**config.mk**
```make
export PLATFORM = sky130hd
export DESIGN_NAME = small_palette_builder
export DESIGN_NICKNAME = d
export VERILOG_FILES = /design/src/design/spb_pkg.sv /design/src/design/small_palette_builder.sv
export SDC_FILE = /design/constraint.sdc
export NUM_CORES = 1
export LEC_CHECK = 0
export ABC_AREA = 1
export BUFFER_PORTS_ARGS = -buffer_cell sky130_fd_sc_hd__buf_4
export CAP_MARGIN = 30
export CELL_PAD_IN_SITES_DETAIL_PLACEMENT = 0
export CELL_PAD_IN_SITES_GLOBAL_PLACEMENT = 2
export CORE_ASPECT_RATIO = 1.25
export CORE_MARGIN = 2
export CORE_UTILIZATION = 50
export CTS_BUF_LIST = sky130_fd_sc_hd__clkbuf_4
export DETAILED_ROUTE_END_ITERATION = 10
export PLACE_DENSITY = 0.92
export SYNTH_ARGS = -nofsm -noshare
export SYNTH_HDL_FRONTEND = slang
export SYNTH_SLANG_ARGS = --single-unit
```
**constraint.sdc**
```tcl
create_clock -name clk -period 15.2 [get_ports clk]
set_clock_uncertainty 0.1 [all_clocks]
set_input_delay 2.28 -clock clk [delete_from_list [all_inputs] [get_ports clk]]
set_output_delay 2.28 -clock clk [all_outputs]
set_load 0.03 [all_outputs]
```
**src/design/spb_pkg.sv**
```systemverilog
// Shared constants and types for the small palette builder.
// No dependencies; imported by small_palette_builder.
`default_nettype none

package spb_pkg;

	localparam int SPB_ENTRIES = 16;   // default palette depth
	localparam int COLOR_W     = 32;
	localparam int INDEX_W     = 4;    // width of the index field
	localparam int COUNT_W     = 5;    // width of the color_count field
	localparam int MODE_W      = 2;
	localparam int OUT_FIELD_W = INDEX_W + 1 + 1 + COUNT_W + MODE_W;
	localparam int OUT_DATA_W  = ((OUT_FIELD_W + 7) / 8) * 8;
	localparam int OUT_PAD_W   = OUT_DATA_W - OUT_FIELD_W;

	typedef logic [MODE_W-1:0] pack_mode_t;

	// bits per pixel of the packed image
	localparam pack_mode_t PM_ZERO_BIT = 2'd0;
	localparam pack_mode_t PM_ONE_BIT  = 2'd1;
	localparam pack_mode_t PM_TWO_BIT  = 2'd2;
	localparam pack_mode_t PM_FOUR_BIT = 2'd3;

	function automatic pack_mode_t mode_for_count(input logic [COUNT_W-1:0] count);
		pack_mode_t m;
		if (count > COUNT_W'(4)) begin
			m = PM_FOUR_BIT;
		end else if (count > COUNT_W'(2)) begin
			m = PM_TWO_BIT;
		end else if (count > COUNT_W'(1)) begin
			m = PM_ONE_BIT;
		end else begin
			m = PM_ZERO_BIT;
		end
		return m;
	endfunction

endpackage

`default_nettype wire

```
**src/design/small_palette_builder.sv**
```systemverilog
// Small palette builder: per-image color palette lookup with sticky overflow.
// Depends on spb_pkg for field widths, pack mode codes and the mode function.
//
// Usage:
//   Slave channel (s_*): one RGBA pixel per word on s_tdata, s_tlast marks the
//   final pixel of an image. Master channel (m_*): one result word per pixel
//   with the palette index, new flag, overflow flag, palette size and packing
//   mode; m_tlast marks the result of the final pixel.
//   Each pixel is compared against all stored colors at once; an unseen color
//   takes the next free entry. Once the palette is full, a further new color
//   sets a sticky overflow and the rest of the image reports index 0. The last
//   pixel clears the palette and, unless overflowed, reports the packing mode.
//   Throughput: one pixel per clock while the receiver takes results; the
//   parallel compare is combinational between the input and result registers.
//   A pixel passes through the input register and then the result register.
//   Reset clears the palette count, overflow flag and both stage valids;
//   stored colors are not cleared, since only entries below the count are read.
//   When the receiver stalls, the result register holds and the input stage
//   still takes one more pixel; after that s_tready drops until m_tready.
`default_nettype none

module small_palette_builder
	import spb_pkg::*;
#(
	parameter int PALETTE_ENTRIES = SPB_ENTRIES
) (
	input  wire logic                  clk,
	input  wire logic                  arst_n,
	input  wire logic                  s_tvalid,
	output logic                       s_tready,
	input  wire logic [COLOR_W-1:0]    s_tdata,   // [31:0] color
	input  wire logic                  s_tlast,   // last_pixel
	output logic                       m_tvalid,
	input  wire logic                  m_tready,
	// [3:0] index, [4] is_new, [5] overflow, [10:6] color_count, [12:11] pack_mode
	output logic [OUT_DATA_W-1:0]      m_tdata,
	output logic                       m_tlast    // image_done
);

	localparam int IDX_W = (PALETTE_ENTRIES > 1) ? $clog2(PALETTE_ENTRIES) : 1;
	localparam int CNT_W = $clog2(PALETTE_ENTRIES + 1);

	// input stage
	logic               valid_s1;
	logic [COLOR_W-1:0] color_s1;
	logic               last_s1;

	// palette state
	logic [COLOR_W-1:0] pal_q [PALETTE_ENTRIES];
	logic [CNT_W-1:0]   used_q;
	logic               ovf_q;

	// result register
	logic               out_valid_q;
	logic [INDEX_W-1:0] out_idx_q;
	logic               out_new_q;
	logic               out_ovf_q;
	logic               out_done_q;
	logic [COUNT_W-1:0] out_count_q;
	pack_mode_t         out_mode_q;

	logic                       out_open;
	logic                       adv_s1;
	logic [PALETTE_ENTRIES-1:0] match;
	logic                       hit;
	logic [IDX_W-1:0]           hit_idx;
	logic                       full;
	logic [IDX_W-1:0]           idx_n;
	logic                       fresh_n;
	logic                       ovf_n;
	logic [CNT_W-1:0]           used_n;
	logic [COUNT_W-1:0]         count_n;
	pack_mode_t                 mode_n;

	assign out_open = !out_valid_q || m_tready;
	assign adv_s1   = valid_s1 && out_open;
	assign s_tready = !valid_s1 || out_open;

	always_comb begin
		for (int k = 0; k < PALETTE_ENTRIES; k++) begin
			match[k] = (CNT_W'(k) < used_q) && (pal_q[k] == color_s1);
		end
	end

	assign hit = |match;

	// stored colors are distinct, so at most one entry matches
	always_comb begin
		hit_idx = '0;
		for (int k = PALETTE_ENTRIES - 1; k >= 0; k--) begin
			if (match[k]) begin
				hit_idx = IDX_W'(k);
			end
		end
	end

	assign full = (used_q == CNT_W'(PALETTE_ENTRIES));

	always_comb begin
		idx_n   = '0;
		fresh_n = 1'b0;
		ovf_n   = ovf_q;
		used_n  = used_q;
		if (!ovf_q) begin
			if (hit) begin
				idx_n = hit_idx;
			end else if (full) begin
				ovf_n = 1'b1;
			end else begin
				idx_n   = used_q[IDX_W-1:0];
				fresh_n = 1'b1;
				used_n  = used_q + CNT_W'(1);
			end
		end
	end

	assign count_n = COUNT_W'(used_n);
	assign mode_n  = (last_s1 && !ovf_n) ? mode_for_count(count_n) : PM_ZERO_BIT;

	always_ff @(posedge clk or negedge arst_n) begin
		if (!arst_n) begin
			valid_s1 <= 1'b0;
		end else if (s_tready) begin
			valid_s1 <= s_tvalid;
		end
	end

	always_ff @(posedge clk) begin
		if (s_tvalid && s_tready) begin
			color_s1 <= s_tdata;
			last_s1  <= s_tlast;
		end
	end

	always_ff @(posedge clk or negedge arst_n) begin
		if (!arst_n) begin
			used_q <= '0;
			ovf_q  <= 1'b0;
		end else if (adv_s1) begin
			// close the image on its last pixel
			if (last_s1) begin
				used_q <= '0;
				ovf_q  <= 1'b0;
			end else begin
				used_q <= used_n;
				ovf_q  <= ovf_n;
			end
		end
	end

	always_ff @(posedge clk) begin
		if (adv_s1 && fresh_n) begin
			pal_q[used_q[IDX_W-1:0]] <= color_s1;
		end
	end

	always_ff @(posedge clk or negedge arst_n) begin
		if (!arst_n) begin
			out_valid_q <= 1'b0;
		end else if (out_open) begin
			out_valid_q <= valid_s1;
		end
	end

	always_ff @(posedge clk) begin
		if (adv_s1) begin
			out_idx_q   <= INDEX_W'(idx_n);
			out_new_q   <= fresh_n;
			out_ovf_q   <= ovf_n;
			out_done_q  <= last_s1;
			out_count_q <= count_n;
			out_mode_q  <= mode_n;
		end
	end

	assign m_tvalid = out_valid_q;
	assign m_tlast  = out_done_q;
	assign m_tdata  = {{OUT_PAD_W{1'b0}}, out_mode_q, out_count_q, out_ovf_q,
		out_new_q, out_idx_q};

	a_used_bound: assert property (@(posedge clk) disable iff (!arst_n)
		used_q <= CNT_W'(PALETTE_ENTRIES))
		else $error("palette count beyond depth");

	a_last_clears: assert property (@(posedge clk) disable iff (!arst_n)
		adv_s1 && last_s1 |=> used_q == '0 && !ovf_q)
		else $error("palette not cleared after last pixel");

	a_ovf_result: assert property (@(posedge clk) disable iff (!arst_n)
		out_valid_q && out_ovf_q |-> !out_new_q && out_idx_q == '0
			&& out_mode_q == PM_ZERO_BIT)
		else $error("overflowed result carries palette data");

	a_mode_on_last: assert property (@(posedge clk) disable iff (!arst_n)
		out_valid_q && out_mode_q != PM_ZERO_BIT |-> out_done_q)
		else $error("pack mode on a pixel that is not last");

	a_sticky_ovf: assert property (@(posedge clk) disable iff (!arst_n)
		$past(ovf_q) && !$past(adv_s1 && last_s1) |-> ovf_q)
		else $error("overflow dropped inside an image");

endmodule

`default_nettype wire
```
# Word-level counts from Yosys, hierarchy flattened
# Memories as Yosys holds them, arrays and structs flattened.
# Index checks and enable logic that the tools add are counted.
# op_classes
n_addsub	1
order_cmp	19
eq_ne	17
n_mux	34
reduce_logical	26
# op_table
cell	n
$eq A32 B32 Y1	16
$mux W4	18
$lt A4 B5 Y1 const A	8
$logic_and A1 B1 Y1	20
$lt A3 B5 Y1 const A	4
$mux W5	4
$reduce_or A16 Y1	1
$lt A1 B5 Y1 const A	2
$lt A2 B5 Y1 const A	2
$mux W1	10
$add A5 B1 Y5 const B	1
$eq A5 B5 Y1 const B	1
$gt A5 B1 Y1 const B	1
$gt A5 B2 Y1 const B	1
$gt A5 B3 Y1 const B	1
$mux W2	2
$logic_not A1 Y1	3
$logic_or A1 B1 Y1	2
# totals
reg_bits	55
ramBits	512
input_bits	37
output_inout_bits	19
elab_cells	110
mem_count	1
# mem_list
memory	depth	word_bits	rd	rd_clocked_by_memory_dff	write_ports	line	source
pal_q	16	32	16	0	1	small_palette_builder.sv:49	logic [COLOR_W-1:0] pal_q [PALETTE_ENTRIES];

# Longest topological paths before layout
# An unclocked memory read counts as a cell.
# depth
word_depth	20
ltp_mapped	26
mapped_depth_nobuf	25

# Least setup slack after synthesis
# Ideal clock, no wire load.
# synth_timing
path_kind	input -> register
start	input m_tready
end	memory pal_q[4][0], enable pin
setup_ns	0.461
arrival_time_ns	5.236
required_time_ns	14.639
setup_slack_ns	9.403
cell_stages	7
n_path_buf	1
path_cell_list	inv_1 -> nand2_1 -> nand2_1 -> clkinv_1 -> nand2_4 -> buf_6 -> nor3_1
# synth_via
elab_chain_cells	5
# synth_lines
item	line	source
start: declaration	small_palette_builder.sv:34	input wire logic m_tready,
$logic_or A1 B1 Y1	small_palette_builder.sv:75	assign out_open = !out_valid_q || m_tready;
$logic_and A1 B1 Y1	small_palette_builder.sv:76	assign adv_s1 = valid_s1 && out_open;
net adv_s1	small_palette_builder.sv:63	logic adv_s1;
$logic_and A1 B1 Y1	small_palette_builder.sv:152	if (adv_s1 && fresh_n) begin
$mux W1	small_palette_builder.sv:152	
$mux W1 (implied by the code)	small_palette_builder.sv:153	pal_q[used_q[IDX_W-1:0]] <= color_s1;
end: declaration	small_palette_builder.sv:49	
# The timed path passes the listed nets, and every way through them passes these cells.

# Worst setup path in the final report
# layout_timing
start	input m_tready
end	output s_tready
# layout_via
elab_chain_cells	2
# layout_lines
item	line	source
$logic_or A1 B1 Y1	small_palette_builder.sv:75	
$logic_or A1 B1 Y1	small_palette_builder.sv:77	assign s_tready = !valid_s1 || out_open;
end: declaration	small_palette_builder.sv:30	output logic s_tready,
# Every way passes these cells.

==> flow_metrics.env <==
export IMPL_worst_slew_pin_transition_ns=0.863
export IMPL_relative_slew_slack_pct=42.4
export IMPL_ctsLongestPathBuffers=3
export IMPL_power_per_cell_area_nw_per_um2=127
export IMPL_critical_path_max_fanout=3
export IMPL_cts_resized=0
export IMPL_global_route_usage_total_pct=25.9
export IMPL_top_signal_layer_used="met4"
export IMPL_netlist_instances=1906
export IMPL_drive_above_1_share_pct=18.1
export IMPL_globalplace_congestion=0.917
export IMPL_wl_met2_um=32400
export IMPL_initial_core_util_pct=50.7
export IMPL_min_period_over_period_pct=33.8
export IMPL_synth_area_per_cell_sq_um=13.1
export IMPL_worst_ep_arrival_time_ns=2.76
export IMPL_syn_area_sq_um=25000
export IMPL_grt_ovfl_total=0
export IMPL_number_of_sinks_on_the_clock_net=567
export IMPL_cts_hold_buffers=0
export IMPL_endpoints_failing_hold=0
export IMPL_wl_per_cell_um=23.2
export IMPL_port_buf_inserts=52
export IMPL_max_vdd_ir_drop_mv=0.0652
export IMPL_routed_via_density=5.46
export IMPL_cts_clk_slew_worst_paths_ns=0.06
export IMPL_detailedRoute_firstPassIterationCount=5
export IMPL_endpoint_kind="primary output"
export IMPL_max_cap_viol_count=0
export IMPL_antenna_found_initial=3
export IMPL_die_height_um=254
export IMPL_clock_tree_root_cell="clkbuf_4"
export IMPL_grt_start_max_net_pins=34
export IMPL_postCtsSetupBuffers=0
export IMPL_power_static_leakage_nw=9.74
export IMPL_rsz0062_at_grt="false"
export IMPL_status="finished clean"
export IMPL_cp_start_kind="input pin"
export IMPL_detail_route_wirelength_met1_um=26100
export IMPL_fmax_mhz=195
export IMPL_n_fill_cell=4039
export IMPL_asyncSetResetFlopFracSynth_pct=1.41
export IMPL_synth_seq_cells=567
export IMPL_grt_pass1_vias=15308
export IMPL_dp_hpwl_um=36800
export IMPL_drt_drc_violations_left=0
export IMPL_die_w_um=204
export IMPL_first_iter_violations=1300
export IMPL_yosysWarnings=0
export IMPL_die_area_sq_um=51800
export IMPL_routed_wl_met3_um=4670
export IMPL_synth_distinct_cells=51
export IMPL_number_of_setup_violations_in_the_final_report=0
export IMPL_fin_crit_ns=5.14
export IMPL_ios=56
export IMPL_hold_class="register to register"
export IMPL_fin_setup_tns_ns=0
export IMPL_critPathKind="input pin to primary output"
export IMPL_antenna_left=0
export IMPL_number_of_flops_mapped_to_enable_cells_by_yosys=559
export IMPL_clock_latency_ns=0.90
export IMPL_routed_via_count=15409
export IMPL_timing_hold_ws_ns=0.373
export IMPL_regArea_sq_um=17000
export IMPL_floorplan_row_count=91
export IMPL_syn_to_layout_area_delta_pct=10.6
export IMPL_totalWireLength_um=65600
export IMPL_tritoncts_num_buffers=141
export IMPL_finish_cell_count_without_fillers=2823
export IMPL_cts_tree="yes"
export IMPL_fp_coreArea_sq_um=49300
export IMPL_slew_viols_final=0
export IMPL_numPlacedInstances=2589
export IMPL_worst_ep_required_time_ns=12.82
export IMPL_nets=2123
export IMPL_ys_dominant_reg_cell="edfxtp_1"
export IMPL_sequential_element_share_of_the_synthesized_area_pct=68.0
export IMPL_multi_input_area_sq_um=6910
export IMPL_grt_pass1_wl_um=95600
export IMPL_ctsHtreeMaxLevel=4
==> cells by family after synthesis <==
family / after synthesis / share of synthesized area [%]
AOI/OAI and AO/OA: 120 / 2.91
other: 1 / 0.0150
DFF: 567 / 68.0
buffers and inverters: 195 / 4.71
and+or+nand+nor: 676 / 12.1
xor gates and xnor gates: 342 / 12.0
adders and majority gates: 5 / 0.250
==> cell type report <==
type / instances / share of cell area (%)
Tap cell: 651 / 2.95
Multi-Input combinational cell: 1146 / 25.0
Clock buffer: 197 / 5.35
Inverter: 124 / 1.73
Sequential cell: 567 / 61.5
Timing Repair Buffer: 101 / 2.79
Antenna cell: 3 / 0.0272
Clock inverter: 34 / 0.711
==> sequential cells by signal, indices dropped and copies added, names as in the netlist <==
register     flops
used_q           5
out_ovf_q        1
m_tlast          1
color_s1        32
valid_s1         1
pal_q          512
out_count_q      5
ovf_q            1
out_mode_q       2
out_new_q        1
m_tvalid         1
last_s1          1
out_idx_q        4
==> worst paths after layout <==
path,startpoint,to,slack [ns],cells after the start
max in group asynchronous,arst_n,m_tvalid,13.75,1
min,last_s1,m_tlast,0.37,0
min reg2reg,last_s1,m_tlast,0.37,0
max reg2reg,color_s1[4],pal_q[5][11],10.21,16
min in group asynchronous,arst_n,used_q[3],1.11,1
max,m_tready,s_tready,10.06,4
==> worst max-delay path, stage by stage <==
cell and delay (ns):
buf_4 0.11, inv_1 0.06, nand3_1 0.11, buf_4 0.20
==> power by group <==
part / total [mW] / internal, mW / leakage, nW / switching [mW]
clock network: 1.22 / 0.628 / 1.01 / 0.594
registers: 1.86 / 1.82 / 5.18 / 0.0364
logic: 0.437 / 0.130 / 3.55 / 0.307
==> Yosys cell counts (3+ instances only) <==
cell type | number | area [sq um]
or2_2 | 11 | 68.8
dfrtp_1 | 8 | 200
nand4_1 | 69 | 432
nor4_1 | 6 | 37.5
nand2_1 | 345 | 1290
nor2_2 | 5 | 31.3
nand2_2 | 7 | 43.8
inv_1 | 102 | 383
nand3b_1 | 5 | 37.5
or2_0 | 4 | 25.0
edfxtp_1 | 559 | 16800
nor3_1 | 47 | 235
buf_6 | 45 | 507
o21ai_0 | 44 | 220
o211ai_1 | 3 | 22.5
xnor2_1 | 259 | 2270
buf_2 | 11 | 55.1
nand3_1 | 35 | 175
nand3_2 | 3 | 30.0
a211oi_1 | 3 | 22.5
inv_2 | 18 | 67.6
a21oi_1 | 3 | 15.0
a22o_1 | 6 | 52.6
xor2_1 | 83 | 727
o21ai_1 | 12 | 60.1
buf_4 | 13 | 97.6
o22ai_1 | 36 | 225
nor3_2 | 5 | 50.1
nor2_1 | 125 | 469
ha_1 | 5 | 62.6
==> routing by layer <==
| metal | vias to the layer above | GRT usage (%) |
|---|---|---|
| li1 | 7040 | - |
| met2 | 651 | 43.9 |
| met5 | - | 0 |
| met4 | 0 | 11.7 |
| met1 | 7570 | 32.4 |
| met3 | 148 | 4.67 |
==> cells in the final DEF (no fill, tap or decap), types with 33 or more instances in the layout <==
master,count
nand4_1,69
nor2_1,125
o21ai_0,44
buf_4,100
clkbuf_4,197
inv_1,101
nor3_1,33
o22ai_1,36
nand2_1,345
xnor2_1,259
nand3_1,35
edfxtp_1,559
xor2_1,83
==> stage by stage <==
step / instance area [sq um] / worst slack, ns / total power, mW / util [%]
after floorplan: 25000 / 9.40 / 2.18 / -
after global placement: 25900 / 10.05 / 2.31 / 52.6
after detailed placement: 26000 / 10.05 / 2.33 / 52.6
after CTS: 27600 / 10.05 / 3.54 / 56.0
after global routing: 27600 / 9.89 / 3.66 / 56.1
final: 27600 / 10.06 / 3.52 / 56.1
Power figures use the tool's default switching activity.
